File: src/design/b58e_pkg.sv
// Shared types, sizes and the character table of the base58 encoder.
package b58e_pkg;

  // Sizes of the byte chain and the digit stack.
  localparam int MAX_BYTES  = 32;
  localparam int MAX_DIGITS = 44;
  localparam int RADIX      = 58;
  // Upper bound on digits counted during one conversion.
  localparam int SCRATCH    = 64;

  // Derived widths.
  localparam int BCW = $clog2(MAX_BYTES + 1);
  localparam int DCW = $clog2(MAX_DIGITS + 1);
  localparam int TW  = $clog2(MAX_BYTES + SCRATCH + 1);

  // Character table, first character in the top byte.
  localparam logic [8*58-1:0] B58_ALPHABET =
    "123456789ABCDEFGHJKLMNPQRSTUVWXYZabcdefghijkmnopqrstuvwxyz";

  // Input request: one byte of the big-endian number.
  typedef struct packed {
    logic [7:0] data_byte;
    logic       last_byte;
  } b58e_in_t;

  // Output request: one character of the encoding.
  typedef struct packed {
    logic [6:0] out_char;
    logic       last_char;
    logic       overflow;
  } b58e_out_t;

  // Control of the byte chain.
  typedef struct packed {
    logic write;
    logic shift;
  } b58e_bctl_t;

  // Control of the digit stack.
  typedef struct packed {
    logic push;
    logic pop;
  } b58e_dctl_t;

  // Maps a digit value to its 7-bit ASCII character.
  function automatic logic [6:0] b58_char(input logic [5:0] d);
    logic [7:0] ch;
    if (d < 6'd58) begin
      ch = B58_ALPHABET[8*(57 - int'(d)) +: 8];
    end else begin
      ch = "1";
    end
    return ch[6:0];
  endfunction

endpackage

File: src/design/base58_encoder_top.sv
// Top level of the base58 encoder: control, byte chain, divider and digit stack.
//
//  Port group   Direction  Carries
//  in_*         input      one byte of the number, flag on its final byte
//  out_*        output     one alphabet character, final flag, overflow flag
//
// One byte is taken per cycle while the block is loading. After the final byte,
// each base58 digit takes one pass of the running remainder along the chain
// through the single divide-by-58 unit, and a last check finds the number
// exhausted. Characters then leave at one per cycle while the output is not
// stalled. Reset clears the control state only; the chain contents need none.
// A stalled output holds the character in the output register and pauses the
// emission; the next number may be loaded while the final one waits.
module base58_encoder_top (
  input  logic                clk,
  input  logic                rst_n,
  input  logic                in_valid,
  output logic                in_ready,
  input  b58e_pkg::b58e_in_t  in_data,
  output logic                out_valid,
  input  logic                out_ready,
  output b58e_pkg::b58e_out_t out_data
);

  localparam int BCW = b58e_pkg::BCW;
  localparam int DCW = b58e_pkg::DCW;
  localparam int TW  = b58e_pkg::TW;
  localparam int MB  = b58e_pkg::MAX_BYTES;
  localparam int MD  = b58e_pkg::MAX_DIGITS;

  localparam logic [1:0] ST_LOAD = 2'd0;
  localparam logic [1:0] ST_CONV = 2'd1;
  localparam logic [1:0] ST_EMIT = 2'd2;

  logic [1:0]     state_r, state_nxt;
  logic [BCW-1:0] byte_cnt_r, byte_cnt_nxt;
  logic [BCW-1:0] zpc_r, zpc_nxt;
  logic           in_zp_r, in_zp_nxt;
  logic           drop_r, drop_nxt;
  logic [BCW-1:0] pos_r, pos_nxt;
  logic [5:0]     rem_r, rem_nxt;
  logic           nzacc_r, nzacc_nxt;
  logic           numnz_r, numnz_nxt;
  logic [TW-1:0]  ndig_r, ndig_nxt;
  logic [DCW-1:0] dcnt_r, dcnt_nxt;
  logic [TW-1:0]  pad_r, pad_nxt;
  logic [TW-1:0]  left_r, left_nxt;
  logic           ovf_r, ovf_nxt;
  logic           out_valid_r, out_valid_nxt;
  b58e_pkg::b58e_out_t out_data_r, out_data_nxt;

  logic           in_acc;
  logic           room;
  logic           store;
  logic [5:0]     rem_in;
  logic [7:0]     quot;
  logic [5:0]     rem_out;
  logic           pass_end;
  logic           conv_done;
  logic           step;
  logic [TW-1:0]  total;
  logic           emit_ld;
  logic [BCW-1:0] target;
  logic [7:0]     new_byte;
  logic [6:0]     emit_char;

  b58e_pkg::b58e_bctl_t bctl;
  b58e_pkg::b58e_dctl_t dctl;

  logic [7:0] byte_q  [MB];
  logic [5:0] digit_q [MD];

  // Handshake and step conditions.
  assign in_ready  = (state_r == ST_LOAD);
  assign in_acc    = in_valid && in_ready;
  assign room      = (byte_cnt_r < BCW'(MB));
  assign store     = in_acc && room;
  assign rem_in    = (pos_r == '0) ? 6'd0 : rem_r;
  assign pass_end  = (pos_r == byte_cnt_r - BCW'(1));
  assign conv_done = (state_r == ST_CONV) && (pos_r == '0) &&
                     (!numnz_r || ndig_r == TW'(b58e_pkg::SCRATCH));
  assign step      = (state_r == ST_CONV) && !conv_done;
  assign total     = TW'(zpc_r) + ndig_r;
  assign emit_ld   = (state_r == ST_EMIT) && (!out_valid_r || out_ready);

  // Divider at the head of the byte chain.
  b58e_div58 u_div (
    .rem_in  (rem_in),
    .byte_in (byte_q[0]),
    .quot    (quot),
    .rem_out (rem_out)
  );

  // Byte chain: loading writes at the fill point, a division step rotates the
  // stored bytes towards the head and writes the quotient at the tail.
  assign bctl.write = store || step;
  assign bctl.shift = step;
  assign target     = (state_r == ST_CONV) ? byte_cnt_r - BCW'(1) : byte_cnt_r;
  assign new_byte   = (state_r == ST_CONV) ? quot : in_data.data_byte;

  for (genvar i = 0; i < MB; i++) begin : g_byte
    logic [7:0] nb;
    if (i == MB - 1) begin : g_tail
      assign nb = 8'd0;
    end else begin : g_mid
      assign nb = byte_q[i+1];
    end
    b58e_byte_cell u_cell (
      .clk       (clk),
      .ctl       (bctl),
      .sel       (target == BCW'(i)),
      .new_byte  (new_byte),
      .next_byte (nb),
      .byte_q    (byte_q[i])
    );
  end

  // Digit stack: remainders are pushed least significant first and popped
  // most significant first.
  assign dctl.push = step && pass_end && (dcnt_r < DCW'(MD));
  assign dctl.pop  = emit_ld && (pad_r == '0);

  for (genvar j = 0; j < MD; j++) begin : g_digit
    logic [5:0] pd;
    logic [5:0] nd;
    if (j == 0) begin : g_top
      assign pd = rem_out;
    end else begin : g_inner
      assign pd = digit_q[j-1];
    end
    if (j == MD - 1) begin : g_bottom
      assign nd = 6'd0;
    end else begin : g_upper
      assign nd = digit_q[j+1];
    end
    b58e_digit_cell u_cell (
      .clk        (clk),
      .ctl        (dctl),
      .prev_digit (pd),
      .next_digit (nd),
      .digit_q    (digit_q[j])
    );
  end

  // Leading ones come first, then the stacked digits.
  assign emit_char = (pad_r != '0) ? b58e_pkg::b58_char(6'd0)
                                   : b58e_pkg::b58_char(digit_q[0]);

  // Sequencer: load, convert, emit.
  always_comb begin
    state_nxt    = state_r;
    byte_cnt_nxt = byte_cnt_r;
    zpc_nxt      = zpc_r;
    in_zp_nxt    = in_zp_r;
    drop_nxt     = drop_r;
    pos_nxt      = pos_r;
    rem_nxt      = rem_r;
    nzacc_nxt    = nzacc_r;
    numnz_nxt    = numnz_r;
    ndig_nxt     = ndig_r;
    dcnt_nxt     = dcnt_r;
    pad_nxt      = pad_r;
    left_nxt     = left_r;
    ovf_nxt      = ovf_r;
    unique case (state_r)
      ST_LOAD: begin
        if (in_acc) begin
          if (room) begin
            byte_cnt_nxt = byte_cnt_r + BCW'(1);
            if (in_zp_r && in_data.data_byte == 8'd0) begin
              zpc_nxt = zpc_r + BCW'(1);
            end else begin
              in_zp_nxt = 1'b0;
            end
          end else begin
            drop_nxt = 1'b1;
          end
          if (in_data.last_byte) begin
            state_nxt = ST_CONV;
            pos_nxt   = '0;
            nzacc_nxt = 1'b0;
            ndig_nxt  = '0;
            dcnt_nxt  = '0;
            numnz_nxt = !in_zp_nxt;
          end
        end
      end
      ST_CONV: begin
        if (conv_done) begin
          state_nxt = ST_EMIT;
          left_nxt  = (total > TW'(MD)) ? TW'(MD) : total;
          pad_nxt   = total - TW'(dcnt_r);
          ovf_nxt   = drop_r || (total > TW'(MD));
        end else if (pass_end) begin
          // Last byte of this pass: the remainder is the next digit.
          pos_nxt   = '0;
          ndig_nxt  = ndig_r + TW'(1);
          if (dcnt_r < DCW'(MD)) begin
            dcnt_nxt = dcnt_r + DCW'(1);
          end
          numnz_nxt = nzacc_r || (quot != 8'd0);
          nzacc_nxt = 1'b0;
        end else begin
          pos_nxt   = pos_r + BCW'(1);
          rem_nxt   = rem_out;
          nzacc_nxt = nzacc_r || (quot != 8'd0);
        end
      end
      ST_EMIT: begin
        if (emit_ld) begin
          left_nxt = left_r - TW'(1);
          if (pad_r != '0) begin
            pad_nxt = pad_r - TW'(1);
          end
          if (left_r == TW'(1)) begin
            state_nxt    = ST_LOAD;
            byte_cnt_nxt = '0;
            zpc_nxt      = '0;
            in_zp_nxt    = 1'b1;
            drop_nxt     = 1'b0;
          end
        end
      end
      default: begin
        state_nxt = ST_LOAD;
      end
    endcase
  end

  // Output register.
  always_comb begin
    out_valid_nxt = out_valid_r;
    out_data_nxt  = out_data_r;
    if (emit_ld) begin
      out_valid_nxt          = 1'b1;
      out_data_nxt.out_char  = emit_char;
      out_data_nxt.last_char = (left_r == TW'(1));
      out_data_nxt.overflow  = ovf_r;
    end else if (out_ready) begin
      out_valid_nxt = 1'b0;
    end
  end

  // Control registers.
  always_ff @(posedge clk) begin
    if (!rst_n) begin
      state_r     <= ST_LOAD;
      byte_cnt_r  <= '0;
      zpc_r       <= '0;
      in_zp_r     <= 1'b1;
      drop_r      <= 1'b0;
      pos_r       <= '0;
      nzacc_r     <= 1'b0;
      numnz_r     <= 1'b0;
      ndig_r      <= '0;
      dcnt_r      <= '0;
      pad_r       <= '0;
      left_r      <= '0;
      ovf_r       <= 1'b0;
      out_valid_r <= 1'b0;
    end else begin
      state_r     <= state_nxt;
      byte_cnt_r  <= byte_cnt_nxt;
      zpc_r       <= zpc_nxt;
      in_zp_r     <= in_zp_nxt;
      drop_r      <= drop_nxt;
      pos_r       <= pos_nxt;
      nzacc_r     <= nzacc_nxt;
      numnz_r     <= numnz_nxt;
      ndig_r      <= ndig_nxt;
      dcnt_r      <= dcnt_nxt;
      pad_r       <= pad_nxt;
      left_r      <= left_nxt;
      ovf_r       <= ovf_nxt;
      out_valid_r <= out_valid_nxt;
    end
  end

  // Payload registers.
  always_ff @(posedge clk) begin
    rem_r      <= rem_nxt;
    out_data_r <= out_data_nxt;
  end

  assign out_valid = out_valid_r;
  assign out_data  = out_data_r;

endmodule

File: src/design/b58e_div58.sv
// Divides a two-place radix-256 remainder word by 58.
module b58e_div58 (
  input  logic [5:0] rem_in,
  input  logic [7:0] byte_in,
  output logic [7:0] quot,
  output logic [5:0] rem_out
);

  logic [13:0] cur;
  logic [24:0] prod;
  logic [13:0] back;

  // The word is below 58*256, so the reciprocal 1130/2^16 gives an exact quotient.
  assign cur     = {rem_in, byte_in};
  assign prod    = 25'(cur) * 25'd1130;
  assign quot    = prod[23:16];
  assign back    = 14'(quot) * 14'(b58e_pkg::RADIX);
  assign rem_out = 6'(cur - back);

endmodule

File: src/design/b58e_byte_cell.sv
// One cell of the byte chain that holds the number during conversion.
module b58e_byte_cell (
  input  logic                clk,
  input  b58e_pkg::b58e_bctl_t ctl,
  input  logic                sel,
  input  logic [7:0]          new_byte,
  input  logic [7:0]          next_byte,
  output logic [7:0]          byte_q
);

  logic [7:0] byte_r;
  logic [7:0] byte_nxt;

  // A shift moves the neighbour's byte in; the selected cell takes the new byte.
  always_comb begin
    byte_nxt = byte_r;
    if (ctl.shift) begin
      byte_nxt = sel ? new_byte : next_byte;
    end else if (ctl.write && sel) begin
      byte_nxt = new_byte;
    end
  end

  always_ff @(posedge clk) begin
    byte_r <= byte_nxt;
  end

  assign byte_q = byte_r;

endmodule

File: src/design/b58e_digit_cell.sv
// One cell of the digit stack: push moves digits deeper, pop brings them up.
module b58e_digit_cell (
  input  logic                clk,
  input  b58e_pkg::b58e_dctl_t ctl,
  input  logic [5:0]          prev_digit,
  input  logic [5:0]          next_digit,
  output logic [5:0]          digit_q
);

  logic [5:0] digit_r;
  logic [5:0] digit_nxt;

  // Each cell takes from the cell above on a push and from below on a pop.
  always_comb begin
    digit_nxt = digit_r;
    if (ctl.push) begin
      digit_nxt = prev_digit;
    end else if (ctl.pop) begin
      digit_nxt = next_digit;
    end
  end

  always_ff @(posedge clk) begin
    digit_r <= digit_nxt;
  end

  assign digit_q = digit_r;

endmodule
File: config.mk
export PLATFORM = sky130hd
export DESIGN_NAME = base58_encoder_top
export DESIGN_NICKNAME = d
export VERILOG_FILES = /design/src/design/b58e_pkg.sv /design/src/design/base58_encoder_top.sv /design/src/design/b58e_div58.sv /design/src/design/b58e_byte_cell.sv /design/src/design/b58e_digit_cell.sv
export SDC_FILE = /design/constraint.sdc
export NUM_CORES = 1
export LEC_CHECK = 0
export ABC_AREA = 1
export BUFFER_PORTS_ARGS = -buffer_cell sky130_fd_sc_hd__buf_2
export CORE_MARGIN = 5
export CORE_UTILIZATION = 60
export DETAILED_ROUTE_END_ITERATION = 7
export GPL_TIMING_DRIVEN = 0
export PLACE_DENSITY = 0.81
export SLEW_MARGIN = 10
export SYNTH_ARGS = -nofsm -noshare
export SYNTH_HDL_FRONTEND = slang
export SYNTH_SLANG_ARGS = --single-unit
File: constraint.sdc
create_clock -name clk -period 26 [get_ports clk]
set_clock_uncertainty 0.2 [all_clocks]
set_input_delay 2.6 -clock clk [delete_from_list [all_inputs] [get_ports clk]]
set_output_delay 2.6 -clock clk [all_outputs]
set_load 0.02 [all_outputs]
### Yosys cells after proc, flatten, opt, wreduce, memory -nomap -nowiden

Index checks and enable logic that the tools add are counted.

| operators by class | value |
|---|---|
| shifts and indexed selects | 1 |
| multipliers | 2 |
| equality and inequality tests | 48 |
| mux-type cells | 249 |
| add/sub/neg operators | 12 |
| bitwise gates (word level) | 3 |
| order comparisons | 4 |
| div/mod/pow operators | 0 |
| reduce and logical (&&, ||, !) cells | 108 |

Operators with widths:

| operator | count |
|---|---|
| two-way mux 8 bit | 97 |
| two-way mux 6 bit | 104 |
| indexed part select 464 x 10 -> 7 bit, first input constant | 1 |
| equality test 6 x 5 -> 1 bit, second input constant | 16 |
| nonzero test 2 bit | 37 |
| two-way mux 7 bit | 10 |
| equality test 6 x 4 -> 1 bit, second input constant | 8 |
| case mux 6 bit (2 select lines) | 4 |
| logical AND 1 bit | 42 |
| case mux 7 bit (2 select lines) | 3 |
| adder 6 x 1 -> 6 bit, second input constant | 4 |
| equality test 6 x 3 -> 1 bit, second input constant | 4 |
| multiplier 14 x 10 -> 23 bit, second input constant | 1 |
| two-way mux 1 bit | 21 |
| AND reduction 5 bit | 4 |
| < comparator 6 bit, second input constant | 3 |
| != test 2 x 1 -> 1 bit, second input constant | 7 |
| subtractor 7 x 1 -> 7 bit, second input constant | 2 |
| equality test 6 x 2 -> 1 bit, second input constant | 2 |
| zero test 6 bit | 2 |
| AND reduction 4 bit | 3 |
| AND reduction 6 bit | 2 |
| two-way mux 2 bit | 5 |
| != test 2 bit, second input constant | 5 |
| 27 further kinds | 40 |

| word-level totals | value |
|---|---|
| memories kept | 0 |
| input port bits | 13 |
| register bits after elaboration | 588 |
| memory bits (writable) | 0 |
| logic and storage cells | 521 |
| output and inout port bits | 11 |
| bits in read-only memories | 0 |
| bits in latches | 0 |

### Longest topological paths before layout

| logic depth | value |
|---|---|
| word-level depth | 10 |
| gate-level depth with buffers | 37 |
| depth with buffers taken out | 37 |

### By module

Synthesis repeated with hierarchy kept, for this count alone.

| unflattened totals | value |
|---|---|
| cell total of the unflattened synthesis | 3467 |
| area, all modules | 31367.6 um^2 |

Modules (own cells, without submodules):

| module | times used | cells each | seq. area each (um^2) | area each (um^2) |
|---|---|---|---|---|
| b58e_byte_cell | 32 | 36 | 240.2 | 375.4 |
| b58e_digit_cell | 44 | 26 | 180.2 | 257.7 |
| base58_encoder_top | 1 | 811 | 1511.4 | 5317.6 |
| b58e_div58 | 1 | 360 | 0.0 | 2697.6 |

### Least setup slack after synthesis

No wires, ideal clock.

| timing path | value |
|---|---|
| kind | input to register |
| start | input port out_ready |
| end | register g_digit[0].u_cell.digit_r[0], enable pin |
| stages on the path | 4 |
| setup time | 1.254 ns |
| path slack | 2.885 ns |
| buffers on the path | 0 |
| data required time | 24.546 ns |
| arrival time | 21.661 ns |
| cells stage by stage | nor2_1 nor2_1 inv_1 o21ai_0 |

| between the ends | value |
|---|---|
| cells in the longest elaborated chain, start to end | 4 |

Ends and longest elaborated chain:

| item | RTL line | RTL |
|---|---|---|
| start, declared | base58_encoder_top.sv:21 | `input logic out_ready,` |
| logical OR 1 bit | base58_encoder_top.sv:84 | `assign emit_ld = (state_r == ST_EMIT) && (!out_valid_r \|\| out_ready);` |
| logical AND 1 bit | base58_encoder_top.sv:84 |  |
| net emit_ld | base58_encoder_top.sv:62 | `logic emit_ld;` |
| logical AND 1 bit | base58_encoder_top.sv:121 | `assign dctl.pop = emit_ld && (pad_r == '0);` |
| nonzero test 2 bit (no source line) | n/a |  |
| end signal, assigned | b58e_digit_cell.sv:24 | `digit_r <= digit_nxt;` |
| end, declared | b58e_digit_cell.sv:10 | `logic [5:0] digit_r;` |

The timed path passes the listed nets, and every way through them passes these cells.
A chain may end at the register's enable or synchronous reset.

### Final worst setup path

| timing path | value |
|---|---|
| start | register pos_r[0] |
| end | register g_digit[0].u_cell.digit_r[5], data pin |

| between the ends | value |
|---|---|
| elaborated cells between the ends (all ways) | 13 |
| those cells by class | add/sub (1); mul (2); eq/ne (1); mux (2); reduce/logical (7) |

RTL lines:

| item | RTL line | RTL |
|---|---|---|
| start, declared | base58_encoder_top.sv:40 | `logic [BCW-1:0] pos_r, pos_nxt;` |
| start signal, assigned | base58_encoder_top.sv:267 | `pos_r <= pos_nxt;` |
| zero test 6 bit | base58_encoder_top.sv:78 | `assign rem_in = (pos_r == '0) ? 6'd0 : rem_r;` |
| two-way mux 6 bit | base58_encoder_top.sv:78 |  |
| multiplier 14 x 10 -> 23 bit | b58e_div58.sv:15 | `assign prod = 25'(cur) * 25'd1130;` |
| multiplier 8 x 5 -> 5 bit | b58e_div58.sv:17 | `assign back = 14'(quot) * 14'(b58e_pkg::RADIX);` |
| subtractor 6 bit | b58e_div58.sv:18 | `assign rem_out = 6'(cur - back);` |
| net g_digit[0].pd[5] | base58_encoder_top.sv:124 | `logic [5:0] pd;` |
| two-way mux 6 bit | b58e_digit_cell.sv:16 | `if (ctl.push) begin` |
| net g_digit[0].u_cell.digit_nxt[5] | b58e_digit_cell.sv:11 | `logic [5:0] digit_nxt;` |

The timed path passes the listed nets, and every way through them passes these cells.

==> results.md <==
* Largest family of logic cells by synthesized area: simple AND/OR/NAND/NOR gates
* Grt total ovfl at 0
* Largest cells by area after synthesis: edfxtp_1, nand2_1, ha_1
* CTS tree: built
* Syn Nets at 3349
* Pwr Density at 96.7 nW/µm²
* Reg-to-Reg End: g_digit[0].u_cell.digit_q[5]$_DFFE_PP_
* Count of input and output buffers at 22
* Hpwl dp at 45700 µm
* Clock Sink Count at 588
* Final setup TNS at 0 ps
* Final min period at 7930 ps
* Adder-cell share of the synthesized area at 0.0654
* Yosys top cell by area: edfxtp_1
* WHS Path Cells at 0
* Min-Delay Endpoint: out_data[0]$_DFFE_PP_
* Top cell type's share of synthesized area at 0.542
* XOR/XNOR share of the synthesized area at 0.0117
* Area of the multi-input gates at 10800 µm²
* CP startpoint kind: flip-flop
* Mux cell area share after synthesis at 0
* Clock Latency Late Sink at 630 ps
* Drt pass-1 iters at 5
* Diodes inserted at 0
* Post-route ant nets at 0
* Post-cts resize count at 0
* Synth unique cells at 46
* Final hold vios at 0
* Most common cell in the netlist: nand2_1
* Clock root cell: clkbuf_16
* Clock buffer depth at 3
* Slew @ Worst Pin at 1210 ps
* Fmax at 126 MHz
* Post-CTS setup buffer count at 0
* Layout Nets at 3444
* Routed wire length at 63000 µm
* Maximum VDD drop at 0.108 mV
* MaxCap Viol Count at 0
* Slew HR at 0.183
* CP Capture Type: flip-flop
* Final setup viols at 0
* Hold-fix buffers, CTS at 0
* Cell mode on critical path: inv_1
* FF+latch area at 17100 µm²
* RSZ-0062 raised after global routing: no
* Synth Area in Simple Gates at 0.205
* Data required, critical path at 26300 ps
* DRT iter0 DRCs at 1559
* CP max stage delay at 540 ps
* DR DRC count at 0
* CTS clock-pin slew for the worst setup and hold paths at 60 ps
* R2r setup slk at 18070 ps
* Initial antenna violation count at 0
* Average size of a mapped cell at 9.27 µm²
* Row count at 81
* Complex-gate fraction of the synthesized area at 0.0827
* Routability cong. at 0.926
* R2R cell count at 37
* Cells after synthesis at 3199
* Status: completed
* Slew Viols, Final at 0
* Leak at 13.6 nW
* Vias at 21904
* Largest fanout on the critical path at 8
* Reg2reg start: pos_r[0]$_SDFFE_PN0P_
* Vias in the first global route at 21899
* DIE HEIGHT at 232 µm
* Hold WC Path Type: reg2reg
* Full die area at 54000 µm²
* First-pass GRT wire length at 104000 µm
* Worst Path Arrival at 8230 ps
* Worst path slowest cell: fa_1
* Pwr Total at 3.16 mW
* Min-delay src: ovf_r$_SDFFE_PN0P_
* Layout cells sized above 1 at 0.0856
* Synth warn at 0
* CTS H-tree lvls at 2
* Via/cell ratio at 5.47
* Layout area overhead at 10.3%
* Core area at 49000 µm²
* I/O Pins at 24
* Post-synth top cells: nand2_1, edfxtp_1, inv_1
* Register area share after synthesis at 0.577
* Fin util at 0.668
* Largest net degree at the start of global routing at 31
* GRT Total Usage at 0.232
* Tcrit/Tclk final at 0.305
* Yosys reg bits at 588
* Die Wd at 232 µm
* Fin Hold WS at 252 ps
* Drt wl/cell at 15.7 µm
* Layout fillers at 3737
* Primary FF master, synth: edfxtp_1
* Number of CTS-inserted buffers at 59
* CP Class: reg2reg
* EDFF count, synth at 535
* Mapped Area at 29700 µm²
* Ys async rst share at 0
* Initial Utilization at 0.606
[per-stage QoR]
step / instances / instance area [µm²] / setup slack [ps]
floorplan: 3199 / 29700 / 2880
global placement: 3885 / 30600 / -3870
finish: 4004 / 32700 / 18070
detailed placement: 3897 / 30900 / 18180
CTS: 4004 / 32700 / 18150
global route: 4004 / 32700 / 17670
[final cells by class]
cell class | instances | share of cell area
Tap cell | 664 | 0.0254
Timing Repair Buffer | 34 | 0.0111
Clock inverter | 36 | 0.00971
Sequential cell | 588 | 0.523
Inverter | 279 | 0.0320
Buffer | 143 | 0.0203
Multi-Input combinational cell | 2189 | 0.331
Clock buffer | 71 | 0.0468
[registers in the layout (all words and copies together), names as in the netlist]
signal                  flops
out_valid                   1
nzacc_r                     1
numnz_r                     1
state_r                     2
rem_r                       6
pad_r                       7
zpc_r                       6
out_data                    9
g_byte.u_cell.byte_q      256
drop_r                      1
ndig_r                      7
byte_cnt_r                  6
g_digit.u_cell.digit_q    264
left_r                      7
ovf_r                       1
dcnt_r                      6
pos_r                       6
in_zp_r                     1
[report_power, final]
group | switching, mW | internal, mW
combinational | 0.732 | 0.384
sequential | 0.0405 | 1.19
clock | 0.354 | 0.468
total | 1.13 | 2.04
[layout by cell type, fill, tap and decap left out, types with 4 or more instances in the layout]
master / instances
nand3b_1: 4
xor2_1: 20
nor3_1: 21
clkinv_1: 16
nor2_2: 4
a31oi_1: 37
buf_16: 5
edfxtp_1: 535
nor4_1: 5
nand2_1: 1266
fa_1: 30
clkbuf_1: 53
dfxtp_1: 53
xnor2_1: 14
o211ai_1: 5
a211oi_1: 4
bufinv_16: 5
nand2_2: 11
clkbuf_16: 59
o21ai_0: 155
buf_4: 6
buf_2: 112
o21ai_1: 173
nand4_1: 12
nand3_1: 50
clkinv_2: 9
buf_1: 7
inv_1: 238
a21oi_1: 77
inv_2: 41
nor2_1: 159
ha_1: 107
buf_12: 5
or2_2: 6
[critical path: cells and delay by family (launching register included)]
| family | cells | cell delay (ps) |
|---|---|---|
| xor gates and xnor gates | 3 | 1030 |
| buffers and inverters | 9 | 740 |
| DFF | 1 | 330 |
| adders and majority gates | 10 | 3530 |
| AOI/OAI and AO/OA | 3 | 400 |
| and+or+nand+nor | 12 | 1600 |
[kinds of logic (layout without fill, tap and decap cells)]
family	after synthesis	in the layout
AND/OR/NAND/NOR	1549	1549
XOR/XNOR	37	37
flip-flops	588	588
adder cells (fa/ha/maj)	137	137
AO/OA/AOI/OAI	466	466
buffers and inverters	422	563
[worst max path at each step]
stage,start,to
after detailed placement,pos_r[0]$_SDFFE_PN0P_,g_digit[0].u_cell.digit_q[5]$_DFFE_PP_
final,pos_r[0]$_SDFFE_PN0P_,g_digit[0].u_cell.digit_q[5]$_DFFE_PP_
after CTS,pos_r[0]$_SDFFE_PN0P_,g_digit[0].u_cell.digit_q[5]$_DFFE_PP_
after global placement,out_ready,g_digit[31].u_cell.digit_q[3]$_DFFE_PP_
after floorplan,out_ready,g_digit[0].u_cell.digit_q[0]$_DFFE_PP_
after global routing,pos_r[0]$_SDFFE_PN0P_,g_digit[0].u_cell.digit_q[5]$_DFFE_PP_
[routing by layer]
| metal | track usage | wire length, µm | vias to the layer above |
|---|---|---|---|
| met5 | 0 | 0 | - |
| met4 | 0.0731 | 1760 | 0 |
| met3 | 0.0259 | 2600 | 123 |
| met2 | 0.415 | 31800 | 546 |
| met1 | 0.299 | 26800 | 10456 |
| li1 | - | - | 10779 |
(Power assumes the default switching activity.)
